File: config.mk
export PLATFORM = sky130hd
export DESIGN_NAME = overtemp_fault_monitor
export DESIGN_NICKNAME = d
export VERILOG_FILES = /design/src/hw/rtl/otfm_pkg.sv /design/src/hw/rtl/overtemp_fault_monitor.sv
export SDC_FILE = /design/constraint.sdc
export NUM_CORES = 1
export LEC_CHECK = 0
export BUFFER_PORTS_ARGS = -buffer_cell sky130_fd_sc_hd__buf_4
export CAP_MARGIN = 30
export CORE_ASPECT_RATIO = 0.8
export CORE_MARGIN = 2
export CORE_UTILIZATION = 50
export CTS_CLUSTER_DIAMETER = 120
export CTS_CLUSTER_SIZE = 40
export DETAILED_ROUTE_END_ITERATION = 8
export MAX_ROUTING_LAYER = met4
export PLACE_DENSITY = 0.65
export REMOVE_ABC_BUFFERS = 1
export SLEW_MARGIN = 20
export SYNTH_ARGS = -nofsm -noshare
export SYNTH_HDL_FRONTEND = slang
export SYNTH_SLANG_ARGS = --single-unit
File: constraint.sdc
create_clock -name aclk -period 13.6 [get_ports aclk]
set_clock_uncertainty 0.05 [all_clocks]
set_input_delay 1.36 -clock aclk [delete_from_list [all_inputs] [get_ports aclk]]
set_output_delay 1.36 -clock aclk [all_outputs]
set_load 0.02 [all_outputs]
File: src/hw/rtl/otfm_pkg.sv
// Shared types and constants for the overtemperature fault monitor.
`default_nettype none

package otfm_pkg;

    // Default number of samples in the averaging window.
    localparam int WINDOW_LEN_DEF = 3;

    // Request opcodes.
    localparam logic [1:0] OP_SAMPLE = 2'd0;
    localparam logic [1:0] OP_PRIME  = 2'd1;
    localparam logic [1:0] OP_CLEAR  = 2'd2;

    // Configuration register indexes.
    localparam int CFG_IDX_W = 2;
    localparam int CFG_DATA_W = 16;
    localparam logic [CFG_IDX_W-1:0] REG_SET_THRESHOLD   = 2'd0;
    localparam logic [CFG_IDX_W-1:0] REG_CLEAR_THRESHOLD = 2'd1;
    localparam logic [CFG_IDX_W-1:0] REG_SET_DELAY_MS    = 2'd2;
    localparam logic [CFG_IDX_W-1:0] REG_CLEAR_DELAY_MS  = 2'd3;

    // Configuration reset values.
    localparam logic [7:0]  SET_THRESHOLD_RST   = 8'd100;
    localparam logic [7:0]  CLEAR_THRESHOLD_RST = 8'd90;
    localparam logic [15:0] SET_DELAY_MS_RST    = 16'd10;
    localparam logic [15:0] CLEAR_DELAY_MS_RST  = 16'd100;

    // One input request.
    typedef struct packed {
        logic [1:0]  op;
        logic [7:0]  sample;
        logic [31:0] now_ms;
    } in_item_t;

    // One result.
    typedef struct packed {
        logic [7:0] average;
        logic       fault;
        logic       pending;
    } out_item_t;

endpackage : otfm_pkg

`default_nettype wire

File: src/hw/rtl/overtemp_fault_monitor.sv
// Overtemperature fault monitor: moving average window and fault state flags.
//
//  Channel  Direction  Handshake              Payload
//  s_       in         s_valid / s_ready      s_data   (op, sample, now_ms)
//  m_       out        m_valid / m_ready      m_data   (average, fault, pending)
//  cfg_     in         cfg_valid / cfg_ready  cfg_index, cfg_data
//
// Each request passes through the input register and then the output register, and one
// request is taken every cycle unless both registers hold undelivered requests.
// The window sum, slots and fault flags update in that single pass.
// Reset is synchronous on aresetn low and needs no clearing pass.
// An untaken result still lets the input register drain into a free output slot, so
// s_ready drops only while both registers hold undelivered requests; cfg_ready stays high.
`default_nettype none

module overtemp_fault_monitor #(
    parameter int WINDOW_LEN = otfm_pkg::WINDOW_LEN_DEF
) (
    input  wire logic                                aclk,
    input  wire logic                                aresetn,
    input  wire logic                                s_valid,
    output logic                                     s_ready,
    input  wire otfm_pkg::in_item_t                  s_data,
    output logic                                     m_valid,
    input  wire logic                                m_ready,
    output otfm_pkg::out_item_t                      m_data,
    input  wire logic                                cfg_valid,
    output logic                                     cfg_ready,
    input  wire logic [otfm_pkg::CFG_IDX_W-1:0]      cfg_index,
    input  wire logic [otfm_pkg::CFG_DATA_W-1:0]     cfg_data
);
    import otfm_pkg::*;

    localparam int SLOT_W    = (WINDOW_LEN > 1) ? $clog2(WINDOW_LEN) : 1;
    localparam int SUM_W     = $clog2(255 * WINDOW_LEN + 1);
    // Division by the window length as a multiply by a rounded-up reciprocal.
    localparam int DIV_SHIFT = SUM_W + 5;
    localparam int RECIP     = ((1 << DIV_SHIFT) + WINDOW_LEN - 1) / WINDOW_LEN;
    localparam int PROD_W    = SUM_W + DIV_SHIFT + 1;
    localparam logic [SLOT_W-1:0] LAST_SLOT = SLOT_W'(WINDOW_LEN - 1);

    // Configuration registers.
    logic [7:0]  set_threshold_reg;
    logic [7:0]  clear_threshold_reg;
    logic [15:0] set_delay_ms_reg;
    logic [15:0] clear_delay_ms_reg;

    // Pipeline registers.
    logic      in_valid_reg;
    in_item_t  in_data_reg;
    logic      out_valid_reg;
    out_item_t out_data_reg;
    logic      adv;

    // Monitor state.
    logic [7:0]        window_reg [WINDOW_LEN];
    logic [SUM_W-1:0]  sum_reg, sum_next;
    logic [SLOT_W-1:0] write_slot_reg, write_slot_next;
    logic [SLOT_W-1:0] prime_slot_reg, prime_slot_next;
    logic              fault_reg, fault_next;
    logic              pending_reg, pending_next;
    logic              timing_reg, timing_next;
    logic [31:0]       stamp_reg, stamp_next;

    // Datapath intermediates.
    logic [SLOT_W-1:0] slot_sel;
    logic [7:0]        old_entry;
    logic              is_replace;
    logic [PROD_W-1:0] avg_prod;
    logic [7:0]        avg;
    logic [31:0]       elapsed;
    logic [31:0]       recov_elapsed;
    out_item_t         out_next;
    logic [SUM_W-1:0]  sum_check;

    // Handshakes: the input register drains whenever the output slot is free or emptying.
    assign adv       = in_valid_reg && (!out_valid_reg || m_ready);
    assign s_ready   = !in_valid_reg || adv;
    assign m_valid   = out_valid_reg;
    assign m_data    = out_data_reg;
    assign cfg_ready = 1'b1;

    // Configuration writes.
    always_ff @(posedge aclk) begin
        if (!aresetn) begin
            set_threshold_reg   <= SET_THRESHOLD_RST;
            clear_threshold_reg <= CLEAR_THRESHOLD_RST;
            set_delay_ms_reg    <= SET_DELAY_MS_RST;
            clear_delay_ms_reg  <= CLEAR_DELAY_MS_RST;
        end else if (cfg_valid) begin
            case (cfg_index)
                REG_SET_THRESHOLD:   set_threshold_reg   <= cfg_data[7:0];
                REG_CLEAR_THRESHOLD: clear_threshold_reg <= cfg_data[7:0];
                REG_SET_DELAY_MS:    set_delay_ms_reg    <= cfg_data;
                REG_CLEAR_DELAY_MS:  clear_delay_ms_reg  <= cfg_data;
                default: ;
            endcase
        end
    end

    // Window entry replacement and the new running sum.
    always_comb begin
        slot_sel   = (in_data_reg.op == OP_PRIME) ? prime_slot_reg : write_slot_reg;
        old_entry  = window_reg[slot_sel];
        is_replace = (in_data_reg.op == OP_SAMPLE) || (in_data_reg.op == OP_PRIME);
        sum_next   = is_replace
                   ? sum_reg - SUM_W'(old_entry) + SUM_W'(in_data_reg.sample)
                   : sum_reg;
        avg_prod   = PROD_W'(sum_next) * PROD_W'(RECIP);
        avg        = avg_prod[DIV_SHIFT +: 8];
        elapsed    = in_data_reg.now_ms - stamp_reg;
    end

    // Slot advance and the normal / pending / fault flag machine.
    always_comb begin
        write_slot_next = write_slot_reg;
        prime_slot_next = prime_slot_reg;
        fault_next      = fault_reg;
        pending_next    = pending_reg;
        timing_next     = timing_reg;
        stamp_next      = stamp_reg;
        recov_elapsed   = timing_reg ? elapsed : 32'd0;

        case (in_data_reg.op)
            OP_SAMPLE: begin
                write_slot_next = (write_slot_reg == LAST_SLOT) ? '0
                                : write_slot_reg + SLOT_W'(1);
                if (!fault_reg && !pending_reg) begin
                    if (avg >= set_threshold_reg) begin
                        pending_next = 1'b1;
                        stamp_next   = in_data_reg.now_ms;
                        timing_next  = 1'b1;
                    end
                end else if (pending_reg) begin
                    if (avg <= clear_threshold_reg) begin
                        pending_next = 1'b0;
                        timing_next  = 1'b0;
                    end else if (elapsed >= 32'(set_delay_ms_reg)) begin
                        pending_next = 1'b0;
                        fault_next   = 1'b1;
                        timing_next  = 1'b0;
                    end
                end else begin
                    // In fault: the first recovered sample starts the recovery timer.
                    if (avg <= clear_threshold_reg) begin
                        if (!timing_reg) begin
                            stamp_next  = in_data_reg.now_ms;
                            timing_next = 1'b1;
                        end
                        if (recov_elapsed >= 32'(clear_delay_ms_reg)) begin
                            fault_next  = 1'b0;
                            timing_next = 1'b0;
                        end
                    end else begin
                        timing_next = 1'b0;
                    end
                end
            end
            OP_PRIME: begin
                prime_slot_next = (prime_slot_reg == LAST_SLOT) ? '0
                                : prime_slot_reg + SLOT_W'(1);
                // The last priming sample sets the fault flag from the average.
                if (prime_slot_next == '0) begin
                    fault_next = (avg >= set_threshold_reg);
                end
            end
            OP_CLEAR: begin
                fault_next = 1'b0;
            end
            default: ;
        endcase

        out_next.average = avg;
        out_next.fault   = fault_next;
        out_next.pending = pending_next;
    end

    // Control and state registers.
    always_ff @(posedge aclk) begin
        if (!aresetn) begin
            in_valid_reg   <= 1'b0;
            out_valid_reg  <= 1'b0;
            sum_reg        <= '0;
            write_slot_reg <= '0;
            prime_slot_reg <= '0;
            fault_reg      <= 1'b0;
            pending_reg    <= 1'b0;
            timing_reg     <= 1'b0;
            stamp_reg      <= '0;
            for (int i = 0; i < WINDOW_LEN; i++) begin
                window_reg[i] <= '0;
            end
        end else begin
            if (s_ready) begin
                in_valid_reg <= s_valid;
            end
            if (adv) begin
                out_valid_reg <= 1'b1;
            end else if (m_ready) begin
                out_valid_reg <= 1'b0;
            end
            if (adv) begin
                sum_reg        <= sum_next;
                write_slot_reg <= write_slot_next;
                prime_slot_reg <= prime_slot_next;
                fault_reg      <= fault_next;
                pending_reg    <= pending_next;
                timing_reg     <= timing_next;
                stamp_reg      <= stamp_next;
                if (is_replace) begin
                    window_reg[slot_sel] <= in_data_reg.sample;
                end
            end
        end
    end

    // Payload registers.
    always_ff @(posedge aclk) begin
        if (s_valid && s_ready) begin
            in_data_reg <= s_data;
        end
        if (adv) begin
            out_data_reg <= out_next;
        end
    end

    // Sum of the window entries, used to cross-check the running sum.
    always_comb begin
        sum_check = '0;
        for (int i = 0; i < WINDOW_LEN; i++) begin
            sum_check = sum_check + SUM_W'(window_reg[i]);
        end
    end

    // The running sum always matches the window contents.
    a_sum_matches_window: assert property (@(posedge aclk) disable iff (!aresetn)
        sum_reg == sum_check)
        else $error("running sum differs from window contents");

    // Both slot pointers stay inside the window.
    a_slots_in_range: assert property (@(posedge aclk) disable iff (!aresetn)
        (32'(write_slot_reg) < WINDOW_LEN) && (32'(prime_slot_reg) < WINDOW_LEN))
        else $error("slot pointer outside the window");

    // A clear request always reports the fault flag low.
    a_clear_drops_fault: assert property (@(posedge aclk) disable iff (!aresetn)
        adv && (in_data_reg.op == OP_CLEAR) |=> !m_data.fault)
        else $error("fault still reported after a clear request");

    // Input backpressure only while both stages hold an undelivered request.
    a_ready_only_when_full: assert property (@(posedge aclk) disable iff (!aresetn)
        !s_ready |-> in_valid_reg && out_valid_reg && !m_ready)
        else $error("input stalled with room in the pipeline");

endmodule : overtemp_fault_monitor

`default_nettype wire

After elaboration in Yosys (flattened, before gate mapping):

Memories as Yosys holds them, arrays and structs flattened.
Index checks and enable logic that the tools add are counted.

* register bits: 151
* memory bits (writable): 24
* input port bits: 65
* output and inout port bits: 13
* memories: 1

Memory list
* window_reg: words 3, width 8, read ports 1, clocked after memory_dff 0, write ports 3, line overtemp_fault_monitor.sv:56 `logic [7:0] window_reg [WINDOW_LEN];`

* add/sub/neg operators: 5
* multipliers: 1
* order comparisons: 4
* equal/unequal tests: 11
* muxes and demuxes: 41
* reduce and logical (&&, ||, !) cells: 24

Operators by type and width (count)
* 32-bit two-way mux: 6
* 32-bit by 16-bit >= comparator with 1-bit output: 2
* 32-bit subtractor: 1
* 1-bit two-way mux: 28
* 10-bit by 14-bit multiplier with 23-bit output (second input constant): 1
* 2-bit AND reduction: 6
* 10-bit by 8-bit adder with 10-bit output: 1
* 2-bit equality test (second input constant): 5
* 10-bit two-way mux: 1
* 10-bit by 8-bit subtractor with 10-bit output: 1
* 8-bit >= comparator: 1
* 8-bit <= comparator: 1
* 2-bit two-way mux: 4
* 8-bit two-way mux: 1
* 8-bit OR reduction: 1
* 2-bit zero test: 3
* 2-bit by 1-bit inequality test with 1-bit output (second input constant): 3
* 6-bit AND reduction: 1
* 2-bit by 1-bit adder with 2-bit output (second input constant): 2
* 2-bit by 1-bit equality test with 1-bit output (second input constant): 2
* 1-bit zero test: 4
* 4-bit by 1-bit inequality test with 1-bit output (second input constant): 1
* 4-bit AND reduction: 1
* 2-bit nonzero test: 2
* 3 further kinds: 7

Logic depth before layout (Yosys ltp):

An unclocked memory read counts as a cell.

* word-level depth: 12
* depth in mapped cells: 48

Worst setup path after synthesis:

No wires, ideal clock.

* path type: register to register
* start point: reg in_data_reg[41] in the netlist's numbering
* end point: reg stamp_reg[10]
* data arrival time: 10.506 ns
* data required time: 13.433 ns
* setup slack: 2.927 ns
* cell stages (with the launch flop): 44
* buffers on the path: 2
* clock period less this slack: 10.673 ns
* cell sequence: edfxtp_1 nand2b_1 mux2i_1 buf_1 mux4_2 inv_1 fa_1 ha_1 nor2b_1 o21ai_0 a21boi_0 o21ai_0 nand2b_1 a21o_1 a21oi_1 xor2_1 o21ai_0 ha_1 [... 8 more ...] ha_1 a2111oi_0 o31ai_1 o211ai_1 a31oi_1 o41ai_1 o2111ai_1 a21oi_1 xnor2_1 ha_1 nand3_1 o21bai_1 a22oi_1 o21ai_0 o2111ai_1 clkbuf_1 mux2i_1 nor2b_1

* cells in the longest elaborated chain, start to end: 10
* elaborated cells between the ends (all ways): 14
* those cells by class: add/sub: 2; mul: 1; order compare: 2; eq/ne: 2; mux: 2; reduce/logical: 4; memory: 1

Ends and longest elaborated chain
* from (decl): line overtemp_fault_monitor.sv:50 `in_item_t in_data_reg;`
* from (signal assigned): line overtemp_fault_monitor.sv:220 `in_data_reg <= s_data;`
* 2-bit by 1-bit equality test with 1-bit output: line overtemp_fault_monitor.sv:103, overtemp_fault_monitor.sv:105
* 2-bit two-way mux: line overtemp_fault_monitor.sv:103 `slot_sel = (in_data_reg.op == OP_PRIME) ? prime_slot_reg : write_slot_reg;`
* memory 3 x 8 bit
* 10-bit by 8-bit subtractor with 10-bit output: line overtemp_fault_monitor.sv:107 `? sum_reg - SUM_W'(old_entry) + SUM_W'(in_data_reg.sample)`
* 10-bit by 8-bit adder with 10-bit output: line overtemp_fault_monitor.sv:107
* 10-bit two-way mux (*): line overtemp_fault_monitor.sv:107
* via sum_next[8]: line overtemp_fault_monitor.sv:57 `logic [SUM_W-1:0] sum_reg, sum_next;`
* 10-bit by 14-bit multiplier with 23-bit output (*): line overtemp_fault_monitor.sv:109 `avg_prod = PROD_W'(sum_next) * PROD_W'(RECIP);`
* via avg[7]: line overtemp_fault_monitor.sv:70 `logic [7:0] avg;`
* 8-bit >= comparator / 8-bit <= comparator (equally long branches): line overtemp_fault_monitor.sv:129, overtemp_fault_monitor.sv:145
* 2-bit by 1-bit inequality test with 1-bit output (no line) / 2-bit nonzero test (equally long branches)
* 6-bit AND reduction (no line) (*)
* to (signal assigned): line overtemp_fault_monitor.sv:209 `stamp_reg <= stamp_next;`
* to (decl): line overtemp_fault_monitor.sv:63 `logic [31:0] stamp_reg, stamp_next;`

Mark *: on every way through the listed nets, which the timed path passes. The rest lies on a longest branch.
A chain may end at the register's enable or synchronous reset.

Worst setup path after layout:

* start point: reg in_data_reg[41] in the netlist's numbering
* end point: reg stamp_reg[24]

Same word-level chain as after synthesis.

==> impl_metrics.csv <==
group,metric,value,unit
logic_synthesis,synthDominantCellAreaShare,0.196,
route,via_count,9445,
timing,fmax,85.2,MHz
timing,period_needed,11740,ps
cts,hold_buffers,0,
die,io_pins,78,
logic_synthesis,dominantRegCellSynth,"dfxtp_1",
final_layout,post-route-util,0.568,
final_layout,nNetsFinal,1661,
logic_synthesis,ys_top_cells_by_area,"edfxtp_1, dfxtp_1, ha_1, fa_1, inv_1",
die,initial_core_util,0.509,
cts,root_buffer,"clkbuf_16",
die,die_h,148,µm
final_layout,final_cell_mix,"inv_1, ha_1, nand2_1, dfxtp_1, buf_4",
timing,setup_viol,0,
logic_synthesis,yosys.area_share.adder,0.206,
die,core_area,0.0253,mm²
final_layout,design_area,0.0144,mm²
grt,grt_start_max_net_pins,69,
final_layout,final_layout_size_suffix_gt1_frac,0.109,
final_layout,layoutNonFillerInstCount,1744,
logic_synthesis,synth_xor_area_frac,0.0242,
timing,maxSlewViolCount,0,
setup_path,cp-end-kind,"register",
logic_synthesis,yosysWarnings,0,
logic_synthesis,synth_cells,1347,
timing,worst_hold_slack,416,ps
cts,path_clk_slew,80,ps
setup_path,worstSetupStartpointType,"register",
power_and_ir_drop,p_per_area,218,mW/mm²
route,dr.pass1.iters,5,
setup_path,reg2reg_from,"in_data_reg[41]",
worst_hold_path,hold_start,"clear_delay_ms_reg[8]",
placement,gp_congestion,0.877,
outcome,status,"completed",
die,die_w,183,µm
logic_synthesis,synth_simple_gate_area_share,0.155,
power_and_ir_drop,max-vdd-ir-drop,244,µV
final_layout,final_common_cell,"inv_1",
route,drt_wl_total,26900,µm
setup_path,path_class,"reg -> reg",
placement,dpl_cell_area,0.0138,mm²
timing,worst_slew_pin_slew,906,ps
cts,cts_tree,"done",
placement,dp_cells,1708,
route,vias_per_cell,5.42,
timing,hold_viol_final,0,
logic_synthesis,synth_edf_count,84,
grt,antenna_found_initial,0,
grt,track_usage,0.214,
worst_hold_path,hold_end,"clear_delay_ms_reg[8]",
logic_synthesis,muxShareOfSynthArea,0.0497,
setup_path,reg2regPathDepth,44,
cts,clock-sinks,183,
timing,slew_headroom,0.395,
logic_synthesis,yosysSeqAreaShare,0.350,
timing,finalCritPeriodShare,0.863,
cts,post_cts_resized,0,
setup_path,path_max_fanout,24,
route,final_antenna_net_count,0,
setup_path,cp_slowest_stage_delay,800,ps
timing,fin_setup_tns,0,ps
logic_synthesis,ys_types,79,
grt,overflow,0,
route,drt_iter0_markers,580,
logic_synthesis,synth_top_family_by_area,"adder cells",
grt,grt_pass1_wl,45500,µm
logic_synthesis,ys_ff_latch,183,
final_layout,syn_to_final_growth,11.6,%
route,post_drt_wl_per_cell,15.4,µm
final_layout,antennaDiodeCount,0,
cts,cts_max_level,4,
power_and_ir_drop,cellLeakagePower,6.32,nW
setup_path,crit_start,"in_data_reg[41]",
route,drt_drc_violations_left,0,
cts,clk_latency,450,ps
logic_synthesis,synthesis.area,0.0129,mm²
cts,clockBufferDepth,2,
die,die-area,0.0271,mm²
final_layout,nFillCells,2223,
logic_synthesis,synth_area_leader_cell,"edfxtp_1",
worst_hold_path,hold_depth,2,
worst_hold_path,hp-class,"reg -> reg",
grt,grt_pass1_vias,9283,
cts,postCtsSetupBuffers,0,
setup_path,arrival,12030,ps
logic_synthesis,synthArstFlopShare,0,
placement,port_buffers,76,
setup_path,r2r-end,"stamp_reg[24]",
placement,dpl.hpwl,20700,µm
logic_synthesis,synth-compound-area-share,0.151,
setup_path,slowest_stage,"edfxtp_1",
logic_synthesis,synth_area_per_cell,9.56,µm²
timing,rsz0062_at_grt,"false",
final_layout,largest_reg_flops,42,
setup_path,r2r_setup_slack,1860,ps
setup_path,crit_required,13890,ps
job,drv_cap,0,
die,rows,52,
cts,cts_buffers,17,
stage by stage:
| stage | power, mW | setup WS [ps] |
|---|---|---|
| 6_report | 3.14 | 1860 |
| 2_1_floorplan | 2.20 | 938 |
| 3_3_place_gp | 2.60 | 1970 |
| 3_5_place_dp | 2.66 | 1560 |
| 5_1_grt | 3.51 | 815 |
| 4_1_cts | 3.18 | 1490 |
Yosys cell counts, types with 11 or more instances:
cell      count
inv_1       166
a21o_1       25
nand2b_1     18
o21a_1       14
xor2_1       16
dfxtp_1      99
nor2_1       58
nand3_1      13
xnor2_1      17
and2_1       48
fa_1         38
edfxtp_1     84
a21oi_1      58
nand4_1      15
clkbuf_1     37
nor3_1       18
o21ai_0      38
mux2i_1      46
nand2_1     135
a21boi_0     30
nor2b_1      52
ha_1        151
a211oi_1     11
o211ai_1     17
worst max-delay path, delay by kind of cell (launching register included):
family                     cells  cell delay, ps
muxes                          3             950
AOI/OAI and AO/OA             16            3800
adders and majority gates      9            3820
and+or+nand+nor                6             660
buffers and inverters          7            1010
xor gates and xnor gates       3             520
DFF                            1             800
area by class of cell:
| class | count | area [µm²] | share of cell area |
|---|---|---|---|
| Multi-Input combinational cell | 949 | 7570 | 0.527 |
| Tap cell | 324 | 405 | 0.0282 |
| Clock inverter | 15 | 166 | 0.0116 |
| Clock buffer | 17 | 425 | 0.0296 |
| Timing Repair Buffer | 90 | 681 | 0.0473 |
| Sequential cell | 183 | 4500 | 0.313 |
| Inverter | 166 | 623 | 0.0433 |
worst max path at each step:
stage,end,depth (start not counted)
2_1_floorplan,stamp_reg[0],39
4_1_cts,stamp_reg[15],43
6_report,stamp_reg[24],44
3_5_place_dp,stamp_reg[24],43
5_1_grt,stamp_reg[24],44
3_3_place_gp,stamp_reg[31],43
per-layer routing:
layer | up-vias | routed length (µm) | global-route usage
met5 | - | 0 | -
met4 | 0 | 267 | 0.0492
met3 | 18 | 767 | 0.0315
met2 | 142 | 12200 | 0.332
met1 | 4471 | 13700 | 0.297
li1 | 4814 | - | -
kinds of logic after synthesis:
| logic type | count (synthesis) |
|---|---|
| DFF | 183 |
| and+or+nand+nor | 397 |
| muxes | 54 |
| AOI/OAI and AO/OA | 274 |
| other | 1 |
| buffers and inverters | 215 |
| xor gates and xnor gates | 34 |
| adders and majority gates | 189 |
power breakdown:
part           switching, mW  internal, mW  leakage, nW
Combinational           1.09         0.878         4.41
Sequential            0.0260         0.654         1.63
Clock                  0.246         0.245        0.285
Total                   1.36          1.78         6.32
No activity file was read; power rests on OpenSTA's default activity.
